[src/hw/rtl/cffr_pkg.sv]
// Package for the contact force frame rotation unit.
// Payload structs and fixed-point constants; no dependencies.
package cffr_pkg;
  localparam int NW = 16;
  localparam int FW = 24;
  localparam int SCALE_FRAC = 16;
  // force fraction bits; forces pass through in their own format
  localparam int FORCE_FRAC = 8;

  typedef struct packed {
    logic signed [NW-1:0] normal_x;
    logic signed [NW-1:0] normal_y;
    logic signed [NW-1:0] normal_z;
    logic signed [FW-1:0] force_x;
    logic signed [FW-1:0] force_y;
    logic signed [FW-1:0] force_z;
  } in_item_t;

  typedef struct packed {
    logic signed [FW-1:0] world_force_x;
    logic signed [FW-1:0] world_force_y;
    logic signed [FW-1:0] world_force_z;
    logic                 identity_used;
  } out_item_t;

  // Rounded shift of a signed 96-bit value, ties toward plus infinity.
  function automatic logic signed [95:0] rnd(input logic signed [95:0] v, input int sh);
    logic signed [95:0] h;
    h = (sh == 0) ? 96'sd0 : (96'sd1 <<< (sh - 1));
    rnd = (v + h) >>> sh;
  endfunction

  function automatic logic signed [FW-1:0] sat24(input logic signed [95:0] v);
    if (v > 96'sd8388607) sat24 = 24'sh7FFFFF;
    else if (v < -96'sd8388608) sat24 = 24'sh800000;
    else sat24 = v[FW-1:0];
  endfunction
endpackage

[src/hw/rtl/cffr_front.sv]
// Front stage: computes tilt s2, classifies identity, forms U.
// Depends on cffr_pkg.
module cffr_front (
  input  logic                 clk,
  input  logic                 rst_n,
  input  logic                 in_valid,
  output logic                 in_ready,
  input  cffr_pkg::in_item_t   in_data,
  input  logic [31:0]          floor_val,
  output logic                 q_valid,
  input  logic                 q_ready,
  output cffr_pkg::in_item_t   q_item,
  output logic [32:0]          q_s2,
  output logic signed [47:0]   q_u,
  output logic                 q_ident
);
  import cffr_pkg::*;
  logic [32:0] s2;
  assign s2 = 33'(unsigned'(32'(in_data.normal_x * in_data.normal_x)))
            + 33'(unsigned'(32'(in_data.normal_y * in_data.normal_y)));
  assign in_ready = !q_valid || q_ready;
  always_ff @(posedge clk) begin
    if (!rst_n) q_valid <= 1'b0;
    else if (in_ready) q_valid <= in_valid;
    if (in_ready && in_valid) begin
      q_item  <= in_data;
      q_s2    <= s2;
      q_ident <= (s2 == 33'd0) || (s2 < {1'b0, floor_val});
      q_u     <= 48'(in_data.normal_x * in_data.force_x)
               + 48'(in_data.normal_y * in_data.force_y);
    end
  end
endmodule

[config.mk]
export PLATFORM = sky130hd
export DESIGN_NAME = cffr_front
export DESIGN_NICKNAME = d
export VERILOG_FILES = /design/src/hw/rtl/cffr_pkg.sv /design/src/hw/rtl/cffr_front.sv
export SDC_FILE = /design/constraint.sdc
export NUM_CORES = 2
export LEC_CHECK = 0
export ABC_CLOCK_PERIOD_IN_PS = 15700
export CORE_AREA = 8 8 341 343
export DETAILED_ROUTE_END_ITERATION = 6
export DIE_AREA = 0 0 349 351
export DONT_BUFFER_PORTS = 1
export PLACE_DENSITY = 0.67
export SKIP_LAST_GASP = 1
export SLEW_MARGIN = 20
export SYNTH_ARGS = -nofsm -noshare
export SYNTH_HDL_FRONTEND = slang
export SYNTH_SLANG_ARGS = --single-unit
[constraint.sdc]
create_clock -name clk -period 15.7 [get_ports clk]
set_input_delay 0 -clock clk [delete_from_list [all_inputs] [get_ports clk]]
set_output_delay 0 -clock clk [all_outputs]
set_load 0.01 [all_outputs]
# Word level (Yosys, flattened, before mapping)
# Cells that the tools add are included.
# totals
in_bits,156
reg_bits,203
out_inout_bits,204
# classes
n_lt_le_gt_ge,1
n_reduce_logical,5
add_sub_neg,2
mul,4
# op_table
op,n
$mul 16x24->40,2
$mul 16x16->32,2
$add 40x40->41,1
$add 32x32->33,1
$logic_not 33->1,1
$lt 33x32->1,1
$logic_or 1x1->1,2
$logic_and 1x1->1,1
$logic_not 1->1,1

# Depth between registers and ports, before layout
# logic_depth
word_depth,4
depth_mapped,45
ltp_nobuf,42

# Least setup slack after synthesis
# OpenSTA, ideal clock, no wires.
# synth_path
path_kind,input to register
start,in in_data[89] (netlist name)
end,"reg q_ident, data pin"
path_buffers,4
path_slack_ps,7014
cell_stages,41
required_ps,15439
t_arrival_ps,8425
setup_time_ps,261
path_cell_list,clkbuf_1 -> clkbuf_1 -> clkbuf_1 -> nand2_1 -> fa_1 -> fa_1 -> fa_1 -> fa_1 -> inv_1 -> fa_1 -> inv_1 -> fa_1 -> inv_1 -> ha_1 -> and2_1 -> o311ai_0 -> o21ai_1 -> o21a_1 -> [... 5 more ...] -> buf_2 -> a21o_1 -> a21o_1 -> a21oi_1 -> and3_1 -> a31oi_1 -> or4_1 -> o211ai_1 -> ha_1 -> and3_1 -> nand3_1 -> nor4_1 -> a211oi_1 -> o21ai_0 -> a31oi_1 -> maj3_2 -> o211ai_1 -> o21ai_1
# synth_via
elab_chain_len,4
# synth_rtl
element,line_no,text
"start, declared",cffr_front.sv:8,"input cffr_pkg::in_item_t in_data,"
$mul 16x16->32 *,cffr_front.sv:20,+ 33'(unsigned'(32'(in_data.normal_y * in_data.normal_y)));
$add 32x32->33 *,cffr_front.sv:20,
via s2[27],cffr_front.sv:18,logic [32:0] s2;
$lt 33x32->1 or $logic_not 33->1 (tied branches),cffr_front.sv:28,"q_ident <= (s2 == 33'd0) || (s2 < {1'b0, floor_val});"
$logic_or 1x1->1 *,cffr_front.sv:28,
"end signal, assigned",cffr_front.sv:28,
"end, declared",cffr_front.sv:15,output logic q_ident
# Mark *: on every way through the listed nets, which the timed path passes. The rest lies on a longest branch.
# A chain may end at the register's enable or synchronous reset.

# Final worst setup path
# layout_path
start,in in_data[104] (netlist name)
end,"reg q_ident, data pin"
# layout_via
elab_chain_len,4
# layout_rtl
element,line_no,text
$mul 16x16->32 *,cffr_front.sv:19,assign s2 = 33'(unsigned'(32'(in_data.normal_x * in_data.normal_x)))
$add 32x32->33 *,cffr_front.sv:20,
via s2[29],cffr_front.sv:18,
$lt 33x32->1 or $logic_not 33->1 (tied branches),cffr_front.sv:28,
$logic_or 1x1->1 *,cffr_front.sv:28,
# Marks and branches as above.

==> flow_metrics.py <==
metrics = {
    "critical_path": {
        "cp-start-kind": "input port",
        "critPathSlowestCell": "dlygate4sd3_1",
        "cp.depth": 40,
        "path_buf_inv": 7,
        "slowest_delay_ns": 1.01,
        "path_class": "input port to register",
        "crit_arrival_ns": 10.07,
        "ff2ff_path_depth": 4,
        "path_common_cell": "fa_1",
        "cp_max_fo": 35,
        "crit_path_end_kind": "register",
        "critPathTopFamily": "adder cells",
        "cp.required_ns": 16.00,
    },
    "routing": {
        "wire_per_inst_um": 20.1,
        "antenna_left": 0,
        "dr.pass1.iters": 5,
        "drt-total-wl_um": 140000,
        "num_vias": 36271,
        "drt_first_iter_violations": 2105,
        "drcViolationCount": 0,
        "vias_per_cell": 5.20,
    },
    "grt": {
        "overflow": 0,
        "antenna_found_initial": 7,
        "grt_pass1_vias": 40868,
        "grt_start_max_net_pins": 59,
        "grt_first_pass_wirelength_um": 225000,
        "grt_usage": 0.239,
    },
    "synth": {
        "synth_cell_types": 79,
        "synth_seq_area_share": 0.109,
        "ys.flop_type": "edfxtp_1",
        "postSynthNetCount": 7378,
        "synth-edff-count": 195,
        "syn-cell-area_um2": 53700,
        "synth_top_area_frac": 0.482,
        "synth_area_leaders": "fa_1, inv_1, edfxtp_1",
        "yosysWarningCount": 0,
        "synth.avg_cell_area_um2": 9.75,
        "yosys_register_bits": 196,
        "async_flop_share": 0,
        "yosysTopAreaCell": "fa_1",
        "netlist_instances": 5512,
    },
    "final_layout": {
        "mostFrequentLayoutCells": "inv_1, fa_1, nand2_1",
        "drive_gt1_frac": 0.0135,
        "mostFrequentLayoutCell": "inv_1",
        "area_growth_pct": 5.66,
        "fin_nets": 7332,
    },
    "cts": {
        "clk_latency_ns": 0.55,
        "clk_path_buf_depth": 2,
        "cts_sinks": 196,
        "clock-root-buffer": "clkbuf_16",
        "cts_made_buffers": 17,
        "clkTransAtPathRegs_ns": 0.09,
        "cts_tree": "built",
        "htreeDepth": 4,
    },
    "timing": {
        "setup_viol": 0,
        "skew_ns": 0.0246,
        "fmax_ghz": 0.102,
        "maxSlewViolCount": 0,
        "worstMarginPinSlew_ns": 0.863,
        "fin_crit_sh": 0.622,
        "rsz0062_at_grt": "false",
        "hold_violations": 0,
        "setup_tns_ns": 0,
        "max_slew_margin": 0.420,
        "period_needed_ns": 9.76,
    },
    "floorplanning": {
        "rows": 123,
        "start_util": 0.483,
        "fp.dieW_um": 349,
        "die_area_um2": 122000,
        "pin_count": 360,
        "coreArea_um2": 111000,
        "die_h_um": 351,
    },
    "run": {
        "max_cap_viol_count": 0,
    },
    "place": {
        "io_buffers": 0,
        "hpwl_um": 113000,
        "gp_congestion": 0.903,
    },
    "run_status": {
        "status": "completed",
    },
    "worst_hold_path": {
        "holdCritPathClass": "input port to register",
        "whs_path_depth": 4,
    },
}
-- stage by stage --
| stage | area (um^2) | setup slack, ns | instances | util | hold WS (ns) |
|---|---|---|---|---|---|
| after floorplan | 53700 | 7.01 | 5512 | - | 0.0989 |
| after global placement | 54900 | 6.56 | 6820 | 0.493 | 0.0989 |
| after detailed placement | 54900 | 6.33 | 6820 | 0.493 | 0.0989 |
| after CTS | 56800 | 6.09 | 6979 | 0.510 | 0.00277 |
| after global routing | 56800 | 5.22 | 6979 | 0.510 | 0.0360 |
| final | 56800 | 5.94 | 6980 | 0.510 | 0.0662 |
-- routing by layer --
layer / up-vias / share of wire / global-route usage
met2: 1043 / 0.53 / 0.439
met3: 276 / 0.052 / 0.0354
met5: - / 0.000085 / 0
met4: 2 / 0.046 / 0.104
met1: 18932 / 0.37 / 0.276
li1: 16018 / - / -
-- cell usage after synthesis, types with 3 or more instances --
master and count:
a211o_1 5, a211oi_1 18, a21boi_0 7, a21o_1 60, a21oi_1 106, a221o_1 3, a31o_2 9, a31oi_1 13
a32oi_1 3, and2_1 322, and3_1 12, and4_1 3, buf_1 5, buf_4 7, clkbuf_1 183, edfxtp_1 195
fa_1 1294, ha_1 416, inv_1 1561, nand2_1 655, nand2b_1 67, nand3_1 28, nand3b_1 4, nand4_1 14
nor2_1 135, nor2b_1 22, nor3_1 30, nor3b_1 3, nor4_1 8, o2111ai_1 4, o211a_1 3, o211ai_1 9
o21a_1 19, o21ai_0 47, o21ai_1 6, o21bai_1 11, o22ai_1 3, o31ai_1 4, or2_2 13, or3_1 5
xnor2_1 120, xor2_1 38
-- worst reg2reg max path, cell delays in order (launching register included) --
cell	delay, ns
dfxtp_1	0.36
nand2b_1	0.18
and2_4	0.44
buf_4	0.70
buf_4	0.80
-- repair_timing --
item,in CTS,in global routing
endpoints found under the hold margin,156,0
gates resized for setup,0,0
setup buffers,0,0
hold buffers,127,0
-- flip-flops by register name, summed over array words and instances, names as in the netlist --
name	flops
q_u	41
q_ident	1
q_s2	33
q_item	120
q_valid	1
-- cell families after synthesis --
group,Yosys count,share of synthesized area
AO/OA/AOI/OAI,357,0.0445
flip-flops,196,0.109
multiplexers,3,0.000605
adder cells (fa/ha/maj),1711,0.579
buffers and inverters,1759,0.123
AND/OR/NAND/NOR,1328,0.117
XOR/XNOR,158,0.0258
-- area by class of cell --
type	instances	area (um^2)
Multi-Input combinational cell	3557	41200
Fill cell	10117	54500
Antenna cell	1	2.50
Clock buffer	17	425
Tap cell	1500	1880
Timing Repair Buffer	131	1300
Inverter	1563	5870
Sequential cell	196	5880
Clock inverter	15	195
-- worst paths after layout --
| path | start | to | slack (ns) |
|---|---|---|---|
| worst max register to register | q_valid | q_s2[22] | 12.78 |
| worst min-delay path | in_data[48] | q_u[1] | 0.07 |
| worst max-delay path | in_data[104] | q_ident | 5.94 |
| worst min register to register | q_valid | q_item[79] | 1.09 |
Power is not shown: default switching activity piles up to over one toggle a cycle in this logic, so the estimate is an artifact.
